`src/hw/rtl/hta_pkg.sv`:
```
// Shared types and constants for the handle table with unique ID allocation.
// No dependencies; imported by handle_table_id_allocator.
package hta_pkg;

   localparam int TABLE_DEPTH = 16;
   localparam int ID_BITS     = 31;
   localparam int TAG_BITS    = 32;
   localparam int SLOT_BITS   = $clog2(TABLE_DEPTH);

   localparam logic [ID_BITS-1:0] ID_MAX = {ID_BITS{1'b1}};

   typedef enum logic [1:0] {
      CMD_ADD        = 2'd0,
      CMD_REMOVE     = 2'd1,
      CMD_LOOKUP_ID  = 2'd2,
      CMD_LOOKUP_OBJ = 2'd3
   } cmd_type;

   typedef enum logic [1:0] {
      STATUS_OK   = 2'd0,
      STATUS_FULL = 2'd1,
      STATUS_MISS = 2'd2
   } status_type;

   typedef enum logic [1:0] {
      ST_IDLE,
      ST_SCAN,
      ST_WAIT,
      ST_FINISH
   } state_type;

   typedef struct packed {
      logic [TAG_BITS-1:0] obj;
      logic [ID_BITS-1:0]  id;
   } slot_entry_type;

endpackage

```
`src/hw/rtl/handle_table_id_allocator.sv`:
```
// Handle table: slots of {object tag, unique ID} in one synchronous memory.
// Depends on hta_pkg for widths, command/status codes and the entry type.
//
//   channel | direction | handshake          | word
//   req     | in        | req_valid/stall    | cmd, obj_tag, query_id
//   rsp     | out       | rsp_valid/stall    | status, result_id, result_obj, slot_index
//
// Every command runs from accept to the next accept in the same order: one sweep of
// TABLE_DEPTH memory reads through the single read port, a wait state for the
// last read data, a commit that loads the result register, and a return to
// idle, in which the next word is taken.
// An add resolves ID collisions within that same sweep by marking which of
// the next TABLE_DEPTH candidate IDs are held, so it needs no extra sweep.
// Reset clears the occupancy bits and the last-issued ID; the memory is not
// swept. A stalled result holds the block in its commit cycle.
module handle_table_id_allocator (
   input  logic                              clock,
   input  logic                              reset,
   input  logic                              req_valid,
   output logic                              req_stall,
   input  hta_pkg::cmd_type                  req_cmd,
   input  logic [hta_pkg::TAG_BITS-1:0]      req_obj_tag,
   input  logic [hta_pkg::ID_BITS-1:0]       req_query_id,
   output logic                              rsp_valid,
   input  logic                              rsp_stall,
   output hta_pkg::status_type               rsp_status,
   output logic [hta_pkg::ID_BITS-1:0]       rsp_result_id,
   output logic [hta_pkg::TAG_BITS-1:0]      rsp_result_obj,
   output logic [hta_pkg::SLOT_BITS-1:0]     rsp_slot_index
);
   import hta_pkg::*;

   // control state
   state_type              state_ff, state_in;
   logic [SLOT_BITS-1:0]   cnt_ff, cnt_in;
   logic                   chk_valid_ff;
   logic [TABLE_DEPTH-1:0] occ_ff;
   logic [ID_BITS-1:0]     last_id_ff;
   logic                   rsp_valid_ff;

   // request and scan payload
   cmd_type                cmd_ff;
   logic [TAG_BITS-1:0]    tag_ff;
   logic [ID_BITS-1:0]     qid_ff;
   logic [ID_BITS-1:0]     base_ff;
   logic [SLOT_BITS-1:0]   chk_addr_ff;
   logic                   hit_ff;
   logic [SLOT_BITS-1:0]   hit_slot_ff;
   logic [TAG_BITS-1:0]    hit_obj_ff;
   logic [ID_BITS-1:0]     hit_id_ff;
   logic [TABLE_DEPTH-1:0] blocked_ff;

   // result register
   status_type             rsp_status_ff;
   logic [ID_BITS-1:0]     rsp_id_ff;
   logic [TAG_BITS-1:0]    rsp_obj_ff;
   logic [SLOT_BITS-1:0]   rsp_slot_ff;

   // memory
   slot_entry_type         mem [TABLE_DEPTH];
   slot_entry_type         rd_data_ff;
   slot_entry_type         mem_wdata;
   logic                   mem_re;
   logic                   mem_we;

   logic                   accept;
   logic                   rsp_load;
   logic                   chk_occ;
   logic                   match;
   logic [ID_BITS-1:0]     id_m1;
   logic [ID_BITS-1:0]     id_gap;
   logic                   blk_hit;
   logic                   free_found;
   logic [SLOT_BITS-1:0]   free_slot;
   logic [SLOT_BITS-1:0]   open_k;
   logic [ID_BITS:0]       cand_sum;
   logic [ID_BITS-1:0]     new_id;
   logic                   add_commit;
   logic                   remove_commit;
   status_type             status_in;
   logic [ID_BITS-1:0]     res_id_in;
   logic [TAG_BITS-1:0]    res_obj_in;
   logic [SLOT_BITS-1:0]   res_slot_in;

   assign req_stall = (state_ff != ST_IDLE);
   assign accept    = req_valid && !req_stall;

   // ---------------- memory ----------------
   assign mem_wdata = '{obj: tag_ff, id: new_id};
   assign mem_we    = rsp_load && add_commit;

   always_ff @(posedge clock) begin
      if (mem_we) begin
         mem[free_slot] <= mem_wdata;
      end
      if (mem_re) begin
         rd_data_ff <= mem[cnt_ff];
      end
   end

   // ---------------- scan compare ----------------
   assign chk_occ = occ_ff[chk_addr_ff];

   always_comb begin
      if (cmd_ff == CMD_LOOKUP_ID) begin
         match = chk_occ && (qid_ff != '0) && (rd_data_ff.id == qid_ff);
      end else begin
         match = chk_occ && (rd_data_ff.obj == tag_ff);
      end
   end

   // distance of a held ID from the first candidate, modulo the ID range
   assign id_m1   = rd_data_ff.id - ID_BITS'(1);
   assign id_gap  = (id_m1 < base_ff) ? (id_m1 - base_ff - ID_BITS'(1)) : (id_m1 - base_ff);
   assign blk_hit = chk_occ && (id_gap < ID_BITS'(TABLE_DEPTH));

   // ---------------- add: free slot and ID pick ----------------
   always_comb begin
      free_found = 1'b0;
      free_slot  = '0;
      for (int i = TABLE_DEPTH - 1; i >= 0; i--) begin
         if (!occ_ff[i]) begin
            free_found = 1'b1;
            free_slot  = SLOT_BITS'(i);
         end
      end
   end

   always_comb begin
      open_k = '0;
      for (int i = TABLE_DEPTH - 1; i >= 0; i--) begin
         if (!blocked_ff[i]) begin
            open_k = SLOT_BITS'(i);
         end
      end
   end

   // wrap past the largest ID back to 1
   assign cand_sum = {1'b0, base_ff} + (ID_BITS+1)'(open_k) + (ID_BITS+1)'(1);
   assign new_id   = (cand_sum > {1'b0, ID_MAX}) ? ID_BITS'(cand_sum - {1'b0, ID_MAX})
                                                 : ID_BITS'(cand_sum);

   // ---------------- result select ----------------
   always_comb begin
      status_in     = STATUS_MISS;
      res_id_in     = '0;
      res_obj_in    = '0;
      res_slot_in   = '0;
      add_commit    = 1'b0;
      remove_commit = 1'b0;
      unique case (cmd_ff)
         CMD_ADD: begin
            if (tag_ff == '0) begin
               status_in = STATUS_MISS;
            end else if (!free_found) begin
               status_in = STATUS_FULL;
            end else begin
               status_in   = STATUS_OK;
               res_id_in   = new_id;
               res_slot_in = free_slot;
               add_commit  = 1'b1;
            end
         end
         CMD_REMOVE: begin
            if (hit_ff) begin
               status_in     = STATUS_OK;
               res_slot_in   = hit_slot_ff;
               remove_commit = 1'b1;
            end
         end
         CMD_LOOKUP_ID: begin
            if (hit_ff) begin
               status_in   = STATUS_OK;
               res_obj_in  = hit_obj_ff;
               res_slot_in = hit_slot_ff;
            end
         end
         CMD_LOOKUP_OBJ: begin
            if (hit_ff) begin
               status_in   = STATUS_OK;
               res_id_in   = hit_id_ff;
               res_slot_in = hit_slot_ff;
            end
         end
         default: begin
            status_in = STATUS_MISS;
         end
      endcase
   end

   // ---------------- sequencer ----------------
   always_ff @(posedge clock) begin
      if (reset) begin
         state_ff     <= ST_IDLE;
         cnt_ff       <= '0;
         chk_valid_ff <= 1'b0;
      end else begin
         state_ff     <= state_in;
         cnt_ff       <= cnt_in;
         chk_valid_ff <= mem_re;
      end
   end

   always_comb begin
      state_in = state_ff;
      cnt_in   = cnt_ff;
      mem_re   = 1'b0;
      rsp_load = 1'b0;
      unique case (state_ff)
         ST_IDLE: begin
            if (accept) begin
               state_in = ST_SCAN;
               cnt_in   = '0;
            end
         end
         ST_SCAN: begin
            mem_re = 1'b1;
            cnt_in = cnt_ff + SLOT_BITS'(1);
            if (cnt_ff == SLOT_BITS'(TABLE_DEPTH - 1)) begin
               state_in = ST_WAIT;
            end
         end
         ST_WAIT: begin
            state_in = ST_FINISH;
         end
         ST_FINISH: begin
            // hold until the result register is free
            if (!rsp_valid_ff || !rsp_stall) begin
               rsp_load = 1'b1;
               state_in = ST_IDLE;
            end
         end
         default: begin
            state_in = ST_IDLE;
         end
      endcase
   end

   // ---------------- table state ----------------
   always_ff @(posedge clock) begin
      if (reset) begin
         occ_ff     <= '0;
         last_id_ff <= '0;
      end else if (rsp_load) begin
         if (add_commit) begin
            occ_ff[free_slot] <= 1'b1;
            last_id_ff        <= new_id;
         end
         if (remove_commit) begin
            occ_ff[hit_slot_ff] <= 1'b0;
         end
      end
   end

   // ---------------- request and scan payload ----------------
   always_ff @(posedge clock) begin
      if (mem_re) begin
         chk_addr_ff <= cnt_ff;
      end
      if (accept) begin
         cmd_ff     <= req_cmd;
         tag_ff     <= req_obj_tag;
         qid_ff     <= req_query_id;
         base_ff    <= (last_id_ff == ID_MAX) ? '0 : last_id_ff;
         hit_ff     <= 1'b0;
         blocked_ff <= '0;
      end else if (chk_valid_ff) begin
         // keep the first match only
         if (match && !hit_ff) begin
            hit_ff      <= 1'b1;
            hit_slot_ff <= chk_addr_ff;
            hit_obj_ff  <= rd_data_ff.obj;
            hit_id_ff   <= rd_data_ff.id;
         end
         if (blk_hit) begin
            blocked_ff[id_gap[SLOT_BITS-1:0]] <= 1'b1;
         end
      end
   end

   // ---------------- result register ----------------
   always_ff @(posedge clock) begin
      if (reset) begin
         rsp_valid_ff <= 1'b0;
      end else if (rsp_load) begin
         rsp_valid_ff <= 1'b1;
      end else if (!rsp_stall) begin
         rsp_valid_ff <= 1'b0;
      end
   end

   always_ff @(posedge clock) begin
      if (rsp_load) begin
         rsp_status_ff <= status_in;
         rsp_id_ff     <= res_id_in;
         rsp_obj_ff    <= res_obj_in;
         rsp_slot_ff   <= res_slot_in;
      end
   end

   assign rsp_valid      = rsp_valid_ff;
   assign rsp_status     = rsp_status_ff;
   assign rsp_result_id  = rsp_id_ff;
   assign rsp_result_obj = rsp_obj_ff;
   assign rsp_slot_index = rsp_slot_ff;

   // ---------------- assertions ----------------
   a_load_from_finish: assert property (@(posedge clock) disable iff (reset)
      $rose(rsp_valid_ff) |-> $past(state_ff == ST_FINISH))
      else $error("result loaded outside the commit state");

   a_chk_in_scan: assert property (@(posedge clock) disable iff (reset)
      chk_valid_ff |-> (state_ff == ST_SCAN || state_ff == ST_WAIT))
      else $error("read data checked outside the sweep");

   a_id_available: assert property (@(posedge clock) disable iff (reset)
      (state_ff == ST_FINISH && cmd_ff == CMD_ADD && !(&occ_ff)) |-> !(&blocked_ff))
      else $error("no free ID among the candidates");

   a_full_only_when_full: assert property (@(posedge clock) disable iff (reset)
      (rsp_load && status_in == STATUS_FULL) |-> (&occ_ff))
      else $error("full reported with a free slot");

endmodule
```
`config.mk`:
```
export PLATFORM = sky130hd
export DESIGN_NAME = handle_table_id_allocator
export DESIGN_NICKNAME = d
export VERILOG_FILES = /design/src/hw/rtl/hta_pkg.sv /design/src/hw/rtl/handle_table_id_allocator.sv
export SDC_FILE = /design/constraint.sdc
export NUM_CORES = 2
export LEC_CHECK = 0
export ABC_AREA = 1
export BUFFER_PORTS_ARGS = -buffer_cell sky130_fd_sc_hd__buf_4
export CORE_MARGIN = 2
export CORE_UTILIZATION = 60
export CTS_CLUSTER_SIZE = 10
export DETAILED_ROUTE_END_ITERATION = 8
export PLACE_DENSITY = 0.81
export SETUP_SLACK_MARGIN = 0.5
export SYNTH_ARGS = -nofsm -noshare
export SYNTH_HDL_FRONTEND = slang
export SYNTH_SLANG_ARGS = --single-unit
export TNS_END_PERCENT = 10
```
`constraint.sdc`:
```
create_clock -name clock -period 20.5 [get_ports clock]
set_input_delay 5.125 -clock clock [delete_from_list [all_inputs] [get_ports clock]]
set_output_delay 5.125 -clock clock [all_outputs]
set_load 0.01 [all_outputs]
```
==> out/metrics.cfg <==
[critical_path]
worstSetupStartpointType = input pin
critPathMaxFanout = 51
r2r_slack_ps = 14640
critPathKind = in -> reg
r2r_start = rd_data_ff[1]
ff2ff_path_depth = 29
worst_r2r_endpoint = blocked_ff[7]
cpMaxStageDelayCell = nor2_4
arrival_ps = 8290
cp.buffers_inverters = 5
cp_cell_sequence = buf_4 > nand2_1 > inv_1 > nor2_4 > inv_1 > nor2_2 > buf_4 > nand3_1 > nor2_4 > buf_4
path_delay_family = simple AND/OR/NAND/NOR gates
crit_path_frequent_cell = buf_4
cp.required_ps = 20880
cp-end-kind = flop
slowest_delay_ps = 1020

[clocking]
cts.sinks = 1379
h-tree-depth = 4
numCtsBuffers = 158
clk_latency_ps = 770
cts_resized = 0
clkTransAtPathRegs_ps = 60
post_cts_buffers = 0
root_buffer = clkbuf_16
cts.hold.buffers_added = 0
tritoncts = yes
cts_buffer_depth = 3

[global_route]
grt_remaining_overflow = 0
grt_usage = 0.302
grt_max_degree = 210
antenna_found_initial = 5
grt_pass1_vias = 38300
grt_pass1_wl_um = 227000

[finish]
regArea_um2 = 40700
final_area_um2 = 65700
stdcell_count = 6220
final_nets = 5005
area_growth_pct = 11.7
multi_input_area_um2 = 15900
num-fill-cells = 6446
drive_above_1_share = 0.104

[sta]
fin_setup_tns_ps = 0
slew_headroom = 0.199
clock_skew_ps = 45.9
setup_viol = 0
max_freq_ghz = 0.126
fin_crit_ps = 7910
tightest_slew_ps = 1180
min_period_over_period = 0.386
grt_setup_unrepaired = no
slew_viol_final = 0
hold_viol_final = 0

[worst_hold_path]
hold_path_class = reg -> reg
min_from = rd_data_ff[59]
holdPathStages = 0
hold-path-endpoint = hit_obj_ff[28]

[logic_synthesis]
netlist_instances = 4759
synth_edf_count = 1307
ys.flop_type = edfxtp_1
ys_warn_count = 0
ys_ff_latch = 1379
async_flop_share = 0
synth.area.top_cells = edfxtp_1 (67%), nor2_1 (4.2%), nand2_1 (3.6%)
yosys.area.top_type_share = 0.668
synth.net_count = 4877
yosysUniqueCellTypes = 64
synth_seq_area_share = 0.692
syn-cell-area_um2 = 58800
postSynthAreaPerCell_um2 = 12.4
synth_largest_area_cell = edfxtp_1

[pwr]
share_comb_of_total_power = 0.231
sw_frac_of_total = 0.324
power.internal_mw = 5.34
cellLeakagePower_nw = 22.5
sequentialPowerShare = 0.452
ir_drop_v = 0.0000845
cellPowerDensity_nw_per_um2 = 120
switchingPower_mw = 2.56
clkPwrFrac = 0.317

[detailed_routing]
drc = 0
ant_nets = 0
dr.pass1.iters = 6
wl_met2_um = 70800
routed_via_density = 6.30
routed_wl_um = 152000
wl_per_cell_um = 24.4
vias = 39200
wl_met3_um = 17000
highest_layer = met5
drt_iter0_drc = 5284
met1Wirelength_um = 57700

[floorplan]
core-area_um2 = 96900
initial_core_util = 0.607
rows = 114
die_w_um = 317
die_area_um2 = 100000
ios = 140
die_h_um = 317

[placed_design]
io_buffers = 139
place_area_um2 = 61200
place_hpwl_um = 88900
gp_congestion = 0.952
place_inst = 6003

[flow_run]
max-cap-violations = 0

[run_status]
status = finished, final reports clean

through the flow:
stage          utilization  hold slack (ps)  worst slack (ps)  total power, mW
2_1_floorplan            -              406              7790             4.80
3_3_place_gp         0.632              452             11880             5.35
3_5_place_dp         0.632              463             11890             5.39
4_1_cts              0.678              468             12660             7.88
5_1_grt              0.678              481             12310             8.21
6_report             0.678              477             12590             7.90
how the worst max path moves through the flow:
stage	depth (start not counted)	endpoint	startpoint
after floorplan	8	occ_ff[5]	rsp_stall
after detailed placement	10	mem[1][38]	rsp_stall
after global placement	10	mem[1][38]	rsp_stall
after CTS	10	mem[1][56]	rsp_stall
after global routing	10	mem[1][38]	rsp_stall
final	10	mem[1][38]	rsp_stall
registers in the layout, summed over array words and instances (netlist names):
name	count
base_ff	31
blocked_ff	16
chk_addr_ff	4
chk_valid_ff	1
cmd_ff	2
cnt_ff	4
hit_ff	1
hit_id_ff	31
hit_obj_ff	32
hit_slot_ff	4
last_id_ff	31
mem	1008
occ_ff	16
qid_ff	31
rd_data_ff	63
rsp_result_id	31
rsp_result_obj	32
rsp_slot_index	4
rsp_status	2
rsp_valid	1
state_ff	2
tag_ff	32
routing by layer:
layer	global-route usage	up-vias
met3	0.0601	346
met4	0.130	2
met5	0	-
li1	-	17500
met1	0.413	19000
met2	0.478	2352
cell type report:
| cell class | instances | share of cell area |
|---|---|---|
| clock buffer | 199 | 0.0638 |
| timing repair buffer | 191 | 0.0226 |
| clock inverter | 17 | 0.00451 |
| tap | 1276 | 0.0243 |
| antenna | 1 | 0.0000381 |
| inverter | 401 | 0.0232 |
| multi-input combinational | 2756 | 0.242 |
| sequential | 1379 | 0.620 |
cells by family (layout without fill, tap and decap cells):
| logic type | count (synthesis) | in the layout | synth area share |
|---|---|---|---|
| mux | 176 | 176 | 0.0300 |
| flops | 1379 | 1379 | 0.692 |
| buf+inv | 624 | 808 | 0.0405 |
| fa+ha+maj | 49 | 49 | 0.0107 |
| xor+xnor | 102 | 102 | 0.0152 |
| other cells | 0 | 1 | 0 |
| compound gates | 824 | 824 | 0.0932 |
| simple gates | 1605 | 1605 | 0.118 |
synth_stat cells, drive strengths merged (4+ instances only):
cell,n
o211ai,80
edfxtp,1307
dfxtp,72
a22oi,15
nand4,53
o21ai,315
xnor2,18
clkbuf,199
a21oi,110
nor3,35
xor2,84
or2,4
a31oi,6
nor2,697
a211oi,9
buf,24
ha,47
nand3b,6
nor4,39
nand2,582
mux2i,176
inv,398
o32ai,75
o22ai,14
o221a,5
nand3,175
o221ai,177
power groups by stage:
stage / Combinational [mW] / Sequential [mW] / Clock, mW
6_report: 1.82 / 3.57 / 2.50
5_1_grt: 1.99 / 3.58 / 2.63
3_5_place_dp: 1.77 / 3.61 / 0
2_1_floorplan: 1.27 / 3.52 / 0
3_3_place_gp: 1.74 / 3.61 / 0
4_1_cts: 1.79 / 3.56 / 2.53
placed cells by master, fill, tap and decap left out, types with 6 or more instances in the layout:
| cell type | instances |
|---|---|
| a211oi_1 | 9 |
| nor2_2 | 25 |
| nor2_1 | 648 |
| dfxtp_1 | 68 |
| buf_4 | 187 |
| nand2_2 | 20 |
| nand2_1 | 556 |
| nor2_4 | 23 |
| nand3_1 | 163 |
| nand2_4 | 6 |
| o22ai_1 | 14 |
| nor3_1 | 29 |
| inv_1 | 378 |
| xnor2_1 | 18 |
| nand3b_1 | 6 |
| inv_2 | 15 |
| nand3_2 | 10 |
| a31oi_1 | 6 |
| nor4_1 | 37 |
| a21oi_1 | 104 |
| o21ai_0 | 313 |
| xor2_1 | 80 |
| o211ai_1 | 80 |
| mux2i_1 | 176 |
| o32ai_1 | 75 |
| o221ai_1 | 177 |
| nand4_1 | 53 |
| a22oi_1 | 15 |
| ha_1 | 46 |
| clkbuf_1 | 36 |
| edfxtp_1 | 1307 |
| clkbuf_16 | 161 |
Power figures use the tool's default switching activity.
